===== src/hw/rtl/bfs_ram.sv =====
`default_nettype none
// ----------------------------------------------------------------------------
// bfs_ram
// generic single port write, single port read ram with registered read
// ----------------------------------------------------------------------------
module bfs_ram #(
   parameter int WIDTH = 8,
   parameter int DEPTH = 16
) (
   input  wire logic                     clock,
   input  wire logic                     wr_en,
   input  wire logic [$clog2(DEPTH)-1:0] wr_addr,
   input  wire logic [WIDTH-1:0]         wr_data,
   input  wire logic [$clog2(DEPTH)-1:0] rd_addr,
   output logic      [WIDTH-1:0]         rd_data
);
   logic [WIDTH-1:0] mem [DEPTH];

   always_ff @(posedge clock) begin
      if (wr_en) begin
         mem[wr_addr] <= wr_data;
      end
      rd_data <= mem[rd_addr];
   end
endmodule
`default_nettype wire


===== config.mk =====
export PLATFORM = sky130hd
export DESIGN_NAME = bfs_ram
export DESIGN_NICKNAME = d
export VERILOG_FILES = /design/src/hw/rtl/bfs_ram.sv
export SDC_FILE = /design/constraint.sdc
export NUM_CORES = 1
export LEC_CHECK = 0
export BUFFER_PORTS_ARGS = -buffer_cell sky130_fd_sc_hd__buf_4
export CAP_MARGIN = 20
export CORE_ASPECT_RATIO = 0.75
export CORE_UTILIZATION = 60
export CTS_CLUSTER_DIAMETER = 80
export DETAILED_ROUTE_END_ITERATION = 10
export GPL_TIMING_DRIVEN = 0
export HOLD_SLACK_MARGIN = 0.05
export PLACE_DENSITY = 0.78
export RECOVER_POWER = 100
export SLEW_MARGIN = 10
export SYNTH_ARGS = -nofsm -noshare
export SYNTH_HDL_FRONTEND = slang
export SYNTH_SLANG_ARGS = --single-unit
export TNS_END_PERCENT = 100

===== constraint.sdc =====
create_clock -name clock -period 1.95 [get_ports clock]
set_input_delay 0.0975 -clock clock [delete_from_list [all_inputs] [get_ports clock]]
set_output_delay 0.0975 -clock clock [all_outputs]
set_load 0.02 [all_outputs]

# Yosys cells after proc, flatten, opt, wreduce, memory -nomap -nowiden
# Memory sizes are Yosys's and may differ from the RTL's. A register that Yosys moved wholly into a read port is not among the register bits.
# Cells that the tools add are included.
dict set report totals {
  out_inout_bits 8
  word_cells 3
  n_memories 1
  register_bits 0
  in_bits 18
  mem_bits_rw 128
}
dict set report classes {
  muxes 2
}
# memory words width read_ports rd_ports_with_merged_regs write_ports line_no
set mem_list {}
lappend mem_list {mem 16 8 1 1 1 17} ;# logic [WIDTH-1:0] mem [DEPTH];
# op n
set op_table {}
lappend op_table {{1-bit 2-to-1 mux} 2}

# Logic depth before layout (Yosys ltp)
# Gate-level depths: netlist of the first run.
dict set report logic_depth {
  word_depth 2
  mapped_depth 5
  ltp_nobuf 3
}

# Worst setup path before layout of the first run
# OpenSTA, ideal clock, no wires.
dict set report synth_timing {
  path_type {input port to flip-flop}
  start {input port wr_addr[2]}
  end {memory mem[0][0] (enable)}
  setup_time_ns 0.383
  path_buffers 0
  required_time_ns 1.567
  arrival_ns 1.207
  path_slack_ns 0.360
  path_stages 2
  cell_sequence {or3b_2 -> nor3_1}
}
# element line_no
set synth_rtl {}
lappend synth_rtl {{start: declaration} 12} ;# input wire logic [$clog2(DEPTH)-1:0] wr_addr,
lappend synth_rtl {{end: declaration} 17}
# Straight into the memory's write port.

# Final worst setup path of the first run
dict set report layout_timing {
  start {input port wr_addr[2]}
  end {memory mem[0][0] (enable)}
}
# Straight into the memory's write port.

==> metrics.cfg, run 1 <==
[synthesis]
ys_types = 19
netlist_area_um2 = 5150
synth_top_cell_by_area = edfxtp_1
synth_edf_count = 128
ys_ff_latch = 136
synth_cells = 229
synth_top_area_frac = 0.747
synth.area.top_cells = edfxtp_1, mux4_2, mux4_1
synth_warnings = 0
syn-num-nets = 247
synthTopCellsByCount = edfxtp_1, mux4_2, a22oi_1
synth.avg_cell_area_um2 = 22.5
seq_area_frac_synth = 0.778
synth_ff_type = edfxtp_1
yosysMostFrequentCell = edfxtp_1
async_flop_share = 0

[setup_path]
end_kind = flip-flop
critical_path_arrival_ns = 1.47
slowest_stage = or3b_2
crit_path_cell_trace = clkbuf_1 -> or3b_2 -> nor3_1 -> clkbuf_1
max_stage_delay_ns = 0.53
critPathKind = in -> reg
r2r_end = rd_data[1]
rr_startpoint = mem[4][1]
crit_required_ns = 2.01
reg2reg_depth = 3
rrSetupSlack_ns = 0.58
crit_fanout = 6
startpoint_type = input port
crit_top_cell = clkbuf_1

[drt]
drc_errors = 0
first_pass_iters = 5
drt_iter0_drc = 234
vias = 2469
routed_wl_um = 9860
via_per_inst = 6.14
ant_nets = 0
wire_per_inst_um = 24.5

[clock_tree]
cts.htree.levels = 4
cts-root-buf = clkbuf_16
cts_hold_buf = 8
path_clk_slew_ns = 0.05
ctsResizeCount = 0
cts_tree = built
clock_latency_ns = 0.41
clkSinkCount = 136
cts_setup_buffers = 0
clockBufferDepth = 2
numCtsBuffers = 17

[grt]
grt_pass1_vias = 2384
grt_max_degree = 17
overflow = 0
globalRouteTotalUtil = 0.250
grt_pass1_wl_um = 14300
antenna_found_initial = 0

[min_path]
hold_path_class = in -> reg
hold_start = wr_addr[0]
worstHoldEndpoint = mem[8][4]
hold_depth = 2

[floorplan]
io_pins = 26
die_area_um2 = 8960
initial_core_util = 0.636
core-area_um2 = 8090
fp.dieW_um = 109
rows = 28
die_h_um = 82.2

[placement]
place_inst = 362
dp_hpwl_um = 6150
place.port_buffers = 24
place_congestion = 0.731

[sta]
worst_slew_margin_rel = 0.421
rsz0062_at_grt = false
hold_viol = 0
tightest_slew_ns = 0.862
min_period_ns = 1.41
setup_viol = 0
holdWs_ns = 0.0666
slew_viol_final = 0
fin_crit_sh = 0.725
fin_skew_ns = 0.0131
fmax_mhz = 707

[power_and_ir_drop]
powerDensity_nw_per_um2 = 1050
irDropWorstVdd_uv = 1030
power_leakage_nw = 1.97

[run]
maxCapViolCount = 0

[finish]
instances_no_fill = 402
n_antenna_cell = 0
layout-drive-gt1-share = 0.185
synthToLayoutAreaGrowth_pct = 16.1
nets = 302

[run_status]
status = completed

==> flip-flops by register name, summed over array words and instances (netlist names) <==
| register | count |
|---|---|
| rd_data | 8 |
| mem | 128 |
==> critical path, delay by kind of cell <==
family        cells  cell delay (ns)
buf+inv           2             0.49
simple gates      2             0.89
==> layer usage <==
metal	up-vias	wire [µm]	global-route usage
li1	1084	-	-
met1	1261	4300	0.347
met2	113	4670	0.375
met3	11	768	0.0808
met4	0	111	0.0973
met5	-	0	0
==> cell usage in the layout, fill, tap and decap left out <==
cell / n
a22oi_1: 16
and2_1: 1
and2b_1: 1
buf_2: 3
buf_4: 8
buf_6: 3
clkbuf_1: 29
clkbuf_16: 17
clkdlybuf4s25_2: 3
clkinv_1: 5
clkinv_2: 2
dfxtp_1: 8
dlygate4sd3_1: 8
edfxtp_1: 128
mux4_1: 14
mux4_2: 18
nand2_1: 9
nand2b_1: 2
nand3_1: 1
nand3b_1: 2
nor2_1: 13
nor2b_1: 1
nor3_1: 4
or3b_2: 1
==> metrics by stage <==
step                utilization  TNS [ns]  power (mW)  setup slack, ns  cell area, µm²
floorplan                     -         0        3.53            0.360            5150
global placement          0.675    -0.852        3.69           -0.107            5460
detailed placement        0.677         0        3.70            0.208            5480
CTS                       0.747         0        6.33            0.600            6040
global route              0.738         0        6.46            0.464            5970
finish                    0.738         0        6.29            0.536            5970
==> final cells by class <==
cell class | count | area (µm²)
sequential | 136 | 4000
fill | 463 | 2120
multi-input combinational | 83 | 1060
clock buffer | 25 | 455
timing repair buffer | 36 | 211
tap | 105 | 131
buffer | 10 | 86.3
clock inverter | 7 | 28.8
==> logic make-up after synthesis <==
family | synth area share
multiplexers | 0.150
AO/OA/AOI/OAI | 0.0233
flip-flops | 0.778
buffers and inverters | 0.0168
AND/OR/NAND/NOR | 0.0318
==> how the worst max path moves through the flow <==
stage	from	slack, ns	cells after the start	to
final	wr_addr[2]	0.54	4	mem[0][0]
after global routing	wr_addr[2]	0.46	4	mem[0][0]
after CTS	mem[6][2]	0.60	3	rd_data[2]
after detailed placement	wr_addr[2]	0.21	3	mem[2][0]
after global placement	wr_addr[2]	-0.11	3	mem[0][0]
after floorplan	wr_addr[2]	0.36	2	mem[0][0]
==> report_power, final <==
part,internal (mW),leakage [nW],total (mW),switching [mW]
clock,1.59,0.235,2.66,1.06
sequential,3.27,1.22,3.29,0.0162
combinational,0.137,0.510,0.341,0.204
(Power assumes the default switching activity.)
==> run 2, diff against run 1 <==
--- a/config.mk
+++ b/config.mk
@@ -5,15 +5,16 @@
 export SDC_FILE = /design/constraint.sdc
 export NUM_CORES = 1
 export LEC_CHECK = 0
+export ABC_AREA = 1
 export BUFFER_PORTS_ARGS = -buffer_cell sky130_fd_sc_hd__buf_4
 export CAP_MARGIN = 20
 export CORE_ASPECT_RATIO = 0.75
-export CORE_UTILIZATION = 60
+export CORE_UTILIZATION = 61
 export CTS_CLUSTER_DIAMETER = 80
 export DETAILED_ROUTE_END_ITERATION = 10
 export GPL_TIMING_DRIVEN = 0
 export HOLD_SLACK_MARGIN = 0.05
-export PLACE_DENSITY = 0.78
+export PLACE_DENSITY = 0.79
 export RECOVER_POWER = 100
 export SLEW_MARGIN = 10
 export SYNTH_ARGS = -nofsm -noshare
==> constraint.sdc (replaced) <==
create_clock -name clock -period 1.35 [get_ports clock]
set_input_delay 0.0675 -clock clock [delete_from_list [all_inputs] [get_ports clock]]
set_output_delay 0.0675 -clock clock [all_outputs]
set_load 0.02 [all_outputs]
==> run 2 against run 1 <==
Sequential share of layout area shrank 7.0 points. Via count increased by 62%. Critical path type unchanged. Global-route usage is 6.6 points higher.
==> metrics.cfg, run 2 <==
[run_status]
status = completed  ; unchanged

[grt]
grt_pass1_vias = 3767  ; was 2384
antenna_found_initial = 0  ; unchanged
grt_max_degree = 17  ; unchanged
globalRouteTotalUtil = 0.316  ; was 0.250
overflow = 0  ; unchanged
grt_pass1_wl_um = 21000  ; was 14300 µm

[synthesis]
syn-num-nets = 569  ; was 247
synthTopCellsByCount = nand2_1, edfxtp_1, inv_1  ; was edfxtp_1, mux4_2, a22oi_1
async_flop_share = 0  ; unchanged
ys_ff_latch = 136  ; unchanged
synth_cells = 551  ; was 229
synth.avg_cell_area_um2 = 10.5  ; was 22.5 µm²
yosysMostFrequentCell = nand2_1  ; was edfxtp_1
synth_ff_type = edfxtp_1  ; unchanged
synth_top_cell_by_area = edfxtp_1  ; unchanged
synth_top_area_frac = 0.667  ; was 0.747
synth_edf_count = 128  ; unchanged
synth_warnings = 0  ; unchanged
seq_area_frac_synth = 0.694  ; was 0.778
ys_types = 12  ; was 19
synth.area.top_cells = edfxtp_1, nand2_1, nand3_1  ; was edfxtp_1, mux4_2, mux4_1
netlist_area_um2 = 5770  ; was 5150 µm²

[sta]
holdWs_ns = 0.0709  ; was 0.0666 ns
slew_viol_final = 0  ; unchanged
min_period_ns = 1.22
worst_slew_margin_rel = 0.344  ; was 0.421
fin_skew_ns = 0.0113  ; was 0.0131 ns
fmax_mhz = 821
rsz0062_at_grt = false  ; unchanged
hold_viol = 0  ; unchanged
setup_viol = 0  ; unchanged
tightest_slew_ns = 0.980  ; was 0.862 ns
fin_crit_sh = 0.902

[drt]
first_pass_iters = 6  ; was 5
routed_wl_um = 14000  ; was 9860 µm
via_per_inst = 5.39  ; was 6.14
ant_nets = 0  ; unchanged
vias = 3990  ; was 2469
wire_per_inst_um = 19.0  ; was 24.5 µm
drc_errors = 0  ; unchanged
drt_iter0_drc = 475  ; was 234

[setup_path]
max_stage_delay_ns = 0.70  ; was 0.53 ns
reg2reg_depth = 6  ; was 3
end_kind = flip-flop  ; unchanged
rrSetupSlack_ns = 0.29  ; was 0.58 ns
critical_path_arrival_ns = 1.31  ; was 1.47 ns
crit_fanout = 16  ; was 6
startpoint_type = input port  ; unchanged
crit_required_ns = 1.44  ; was 2.01 ns
critPathKind = in -> reg  ; unchanged
slowest_stage = clkbuf_1  ; was or3b_2
worst-path-stages = 2  ; was 4
cp-startpoint = wr_data[2]  ; was wr_addr[2]
cp_num_buf_inv = 2  ; unchanged
crit_family = buffers and inverters  ; was simple AND/OR/NAND/NOR gates
r2r_end = rd_data[3]  ; was rd_data[1]
critical_path.endpoint = mem[5][2]  ; was mem[0][0]
rr_startpoint = mem[8][3]  ; was mem[4][1]
crit_path_cell_trace = dlygate4sd3_1 -> clkbuf_1  ; was clkbuf_1 -> or3b_2 -> nor3_1 -> clkbuf_1

[clock_tree]
clockBufferDepth = 2  ; unchanged
clock_latency_ns = 0.43  ; was 0.41 ns
path_clk_slew_ns = 0.05  ; about the same
clkSinkCount = 136  ; unchanged
cts.htree.levels = 4  ; unchanged
cts-root-buf = clkbuf_16  ; unchanged
numCtsBuffers = 17  ; unchanged
cts_tree = built  ; unchanged

[placement]
place.port_buffers = 22  ; was 24
place_congestion = 0.869  ; was 0.731
place_inst = 701  ; was 362
dp_hpwl_um = 8780  ; was 6150 µm

[floorplan]
die_area_um2 = 9850  ; was 8960 µm²
die_h_um = 86.2  ; was 82.2 µm
initial_core_util = 0.632  ; was 0.636
io_pins = 26  ; unchanged
fp.dieW_um = 114  ; was 109 µm
rows = 30  ; was 28
core-area_um2 = 9120  ; was 8090 µm²

[power_and_ir_drop]
power_leakage_nw = 2.88  ; was 1.97 nW
power_mw = 9.92  ; was 6.29 mW
irDropWorstVdd_uv = 1170  ; was 1030 µV
powerDensity_nw_per_um2 = 1490  ; was 1050 nW/µm²

[run]
maxCapViolCount = 0  ; unchanged

[finish]
mostFrequentLayoutCell = nand2_1  ; was edfxtp_1
nets = 618  ; was 302
synthToLayoutAreaGrowth_pct = 15.7  ; was 16.1%
mostFrequentLayoutCells = nand2_1, edfxtp_1, inv_1  ; was edfxtp_1, clkbuf_1, mux4_2
instances_no_fill = 740  ; was 402
reg_top3 = mem (128), rd_data (8)  ; unchanged
largest_reg_flops = 128  ; unchanged
n_antenna_cell = 0  ; unchanged
largest_register = mem  ; unchanged
layout-drive-gt1-share = 0.0899  ; was 0.185

[min_path]
hold_path_class = in -> reg  ; unchanged

-- run 2: cell count changes after synthesis, sizes merged, moves of 16 or more --
cell,change
a22oi,-16
buf,+17
inv,+102
mux4,-32
nand2,+164
nand3,+96
-- run 2: how the worst min path moves through the flow --
stage / start / endpoint / depth (start not counted)
2_1_floorplan: wr_data[0] / mem[0][0] / 0
3_3_place_gp: wr_data[7] / mem[11][7] / 1
3_5_place_dp: wr_data[7] / mem[11][7] / 1
4_1_cts: rd_addr[2] / rd_data[4] / 4
5_1_grt: rd_addr[2] / rd_data[4] / 4
6_report: rd_addr[2] / rd_data[4] / 4
-- run 2: stage by stage --
step                area (µm²)   util  setup TNS [ns]  setup slack (ns)
detailed placement        6090  0.668          -11.20            -0.179
CTS                       6740  0.739               0             0.260
global placement          6090  0.668           -8.36            -0.157
floorplan                 5770      -               0             0.332
global route              6670  0.731               0             0.109
finish                    6670  0.731               0             0.133
-- run 2: routing by layer --
| metal | vias up | part of all wire | global-route usage |
|---|---|---|---|
| met5 | - | 0 | 0 |
| met4 | 0 | 0.023 | 0.142 |
| met3 | 32 | 0.13 | 0.115 |
| met2 | 268 | 0.45 | 0.463 |
| met1 | 1817 | 0.40 | 0.428 |
| li1 | 1873 | - | - |
-- run 2: cells by family (layout without fill, tap and decap cells) --
| group | count (synthesis) | after routing | synth area share |
|---|---|---|---|
| buffers and inverters | 126 | 187 | 0.0952 |
| flip-flops | 136 | 136 | 0.694 |
| AND/OR/NAND/NOR | 289 | 289 | 0.210 |
-- run 2: report_power, final --
part	internal [mW]	total, mW	switching [mW]
registers	4.73	4.75	0.0248
logic	0.188	0.666	0.477
clock network	2.85	4.50	1.65
total	7.76	9.92	2.16
-- run 2: what timing repair did --
action	CTS	global route
buffers inserted	0	0
endpoints found under the hold margin	128	0
resized for setup	0	0
hold buffers	8	0
-- run 2: area by class of cell --
class                           instances  area (µm²)
Clock inverter                         12         134
Timing Repair Buffer                   30         178
Multi-Input combinational cell        289        1210
Sequential cell                       136        4000
Buffer                                 24         166
Fill cell                             624        2450
Inverter                              102         383
Clock buffer                           19         433
Tap cell                              128         160
==> run 3, diff against run 2 <==
--- a/config.mk
+++ b/config.mk
@@ -9,12 +9,11 @@
 export BUFFER_PORTS_ARGS = -buffer_cell sky130_fd_sc_hd__buf_4
 export CAP_MARGIN = 20
 export CORE_ASPECT_RATIO = 0.75
-export CORE_UTILIZATION = 61
+export CORE_UTILIZATION = 35
 export CTS_CLUSTER_DIAMETER = 80
 export DETAILED_ROUTE_END_ITERATION = 10
 export GPL_TIMING_DRIVEN = 0
 export HOLD_SLACK_MARGIN = 0.05
-export PLACE_DENSITY = 0.79
 export RECOVER_POWER = 100
 export SLEW_MARGIN = 10
 export SYNTH_ARGS = -nofsm -noshare
==> run 3 against run 2 <==
Worst setup slack lost 0.037 ns. Global-route usage fell by 13 points. Total power is 3.3% lower. Sequential share of layout area is 0.61 points lower. Non-clock buffer count unchanged. Critical path type unchanged. Clock skew down 0.0036 ns. Critical endpoint is now mem[6][4]. Register-to-register slack about the same. Via count shrank 2.4%. First-iteration DRC count decreased by 4.8%.
==> metrics.cfg, run 3 (synthesis results as in run 2) <==
[run_status]
status = completed  ; unchanged

[setup_path]
cp_num_buf_inv = 2  ; unchanged
slowest_stage = clkbuf_1  ; unchanged
startpoint_type = input port  ; unchanged
max_stage_delay_ns = 0.73  ; was 0.70 ns
crit_fanout = 16  ; unchanged
crit_family = buffers and inverters  ; unchanged
r2r_end = rd_data[3]  ; unchanged
critPathKind = in -> reg  ; unchanged
rrSetupSlack_ns = 0.29  ; about the same
end_kind = flip-flop  ; unchanged
reg2reg_depth = 6  ; unchanged
crit_path_cell_trace = dlygate4sd3_1 -> clkbuf_1  ; unchanged
rr_startpoint = mem[1][3]  ; was mem[8][3]
crit_required_ns = 1.42  ; was 1.44 ns
critical_path_arrival_ns = 1.33  ; was 1.31 ns

[sta]
worst_slack_ns = 0.0959  ; was 0.133 ns
rsz0062_at_grt = false  ; unchanged
tightest_slew_ns = 0.984  ; was 0.980 ns
slew_viol_final = 0  ; unchanged
holdWs_ns = 0.101  ; was 0.0709 ns
fin_crit_sh = 0.929  ; was 0.902
fmax_mhz = 797  ; was 821 MHz
hold_viol = 0  ; unchanged
min_period_ns = 1.25  ; was 1.22 ns
fin_skew_ns = 0.00773  ; was 0.0113 ns
setup_viol = 0  ; unchanged
worst_slew_margin_rel = 0.344  ; about the same

[drt]
drc_errors = 0  ; unchanged
first_pass_iters = 5  ; was 6
via_per_inst = 4.73  ; was 5.39
drt_iter0_drc = 452  ; was 475
ant_nets = 0  ; unchanged
wire_per_inst_um = 17.4  ; was 19.0 µm
vias = 3894  ; was 3990
routed_wl_um = 14400  ; was 14000 µm

[run]
maxCapViolCount = 0  ; unchanged

[finish]
design_area_um2 = 6740  ; was 6670 µm²
post-route-util = 0.420  ; was 0.731
layout-drive-gt1-share = 0.0979  ; was 0.0899
n_antenna_cell = 0  ; unchanged
synthToLayoutAreaGrowth_pct = 16.9  ; was 15.7%
largest_reg_flops = 128  ; unchanged
mostFrequentLayoutCell = nand2_1  ; unchanged
mostFrequentLayoutCells = nand2_1, edfxtp_1, inv_1  ; unchanged
reg_top3 = mem (128), rd_data (8)  ; unchanged
largest_register = mem  ; unchanged
nets = 618  ; unchanged
fillers = 1523  ; was 624

[power_and_ir_drop]
power_mw = 9.59  ; was 9.92 mW
power_leakage_nw = 2.87  ; was 2.88 nW
powerDensity_nw_per_um2 = 1420  ; was 1490 nW/µm²
irDropWorstVdd_uv = 1080  ; was 1170 µV

[floorplan]
initial_core_util = 0.359  ; was 0.632
die_h_um = 113  ; was 86.2 µm
fp.dieW_um = 150  ; was 114 µm
die_area_um2 = 17000  ; was 9850 µm²
rows = 40  ; was 30
core-area_um2 = 16100  ; was 9120 µm²
io_pins = 26  ; unchanged

[grt]
grt_pass1_wl_um = 21600  ; was 21000 µm
globalRouteTotalUtil = 0.183  ; was 0.316
grt_max_degree = 17  ; unchanged
overflow = 0  ; unchanged
grt_pass1_vias = 3652  ; was 3767
antenna_found_initial = 0  ; unchanged

[min_path]
hold_depth = 4  ; unchanged
hold_start = rd_addr[2]  ; unchanged
hold_path_class = in -> reg  ; unchanged
worstHoldEndpoint = rd_data[5]  ; was rd_data[4]

[clock_tree]
cts_tree = built  ; unchanged
clockBufferDepth = 2  ; unchanged
cts.htree.levels = 4  ; unchanged
cts-root-buf = clkbuf_16  ; unchanged
clock_latency_ns = 0.41  ; was 0.43 ns
clkSinkCount = 136  ; unchanged
path_clk_slew_ns = 0.06  ; was 0.05 ns
numCtsBuffers = 17  ; unchanged

[placement]
place_area_um2 = 6190  ; was 6090 µm²
dp_hpwl_um = 9400  ; was 8780 µm
place.port_buffers = 22  ; unchanged
dp_slack_ns = -0.294  ; was -0.179 ns
place_congestion = 0.839  ; was 0.869

[run 3: cell count changes in the layout (fill, tap and decap cells not counted)]
| cell | change |
|---|---|
| clkbuf_2 | +5 |
| clkinvlp_4 | +1 |
| clkbuf_1 | -1 |
| buf_4 | -2 |
| clkbuf_8 | +1 |
| bufinv_16 | -2 |
| clkinv_1 | -3 |
| clkinv_2 | +2 |
[run 3: worst max-delay path by stage]
stage	depth (start not counted)	end	start	slack (ns)
floorplan	2	mem[10][0]	wr_addr[2]	0.33
global placement	3	mem[5][6]	wr_addr[3]	-0.25
detailed placement	3	mem[4][0]	wr_addr[3]	-0.29
CTS	3	mem[4][5]	wr_addr[3]	0.14
global route	3	mem[4][5]	wr_addr[3]	0.07
finish	2	mem[6][4]	wr_data[4]	0.1
[run 3: per-layer routing]
layer | GRT usage | vias up | routed length, µm
li1 | - | 1871 | -
met1 | 0.257 | 1847 | 6590
met2 | 0.265 | 152 | 6280
met3 | 0.0524 | 24 | 1170
met4 | 0.0714 | 0 | 309
met5 | 0 | - | 0
[run 3: per-stage QoR]
stage,setup TNS (ns),instances
finish,0,823
global placement,-10.20,783
detailed placement,-14.30,783
floorplan,0,551
CTS,0,823
global route,0,823
[run 3: worst register-to-register path: stages, from the launching register on]
cell and delay, ns:
edfxtp_1 0.36, inv_1 0.07, nand2_1 0.06, nand3_1 0.08
nand3_1 0.15, nand3_1 0.12, nand2_1 0.10
[run 3: repair_timing]
action | CTS | global route
gates resized for setup | 0 | 0
endpoints found under the hold margin | 128 | 0
hold buffers | 8 | 0
buffers inserted | 0 | 0
[run 3: area by class of cell]
type                    count  area, µm²  area share
plain buffers              24        166      0.0247
clock buffers              22        454      0.0674
clock inverters            10       80.1      0.0119
inverters                 102        383      0.0568
multi-input cells         289       1210       0.180
flip-flops and latches    136       4000       0.594
well taps                 210        263      0.0390
repair buffers             30        176      0.0262
[run 3: where the power goes]
| part | internal, mW | switching [mW] | total [mW] |
|---|---|---|---|
| combinational | 0.187 | 0.479 | 0.666 |
| clock | 2.55 | 1.63 | 4.18 |
| sequential | 4.72 | 0.0237 | 4.75 |
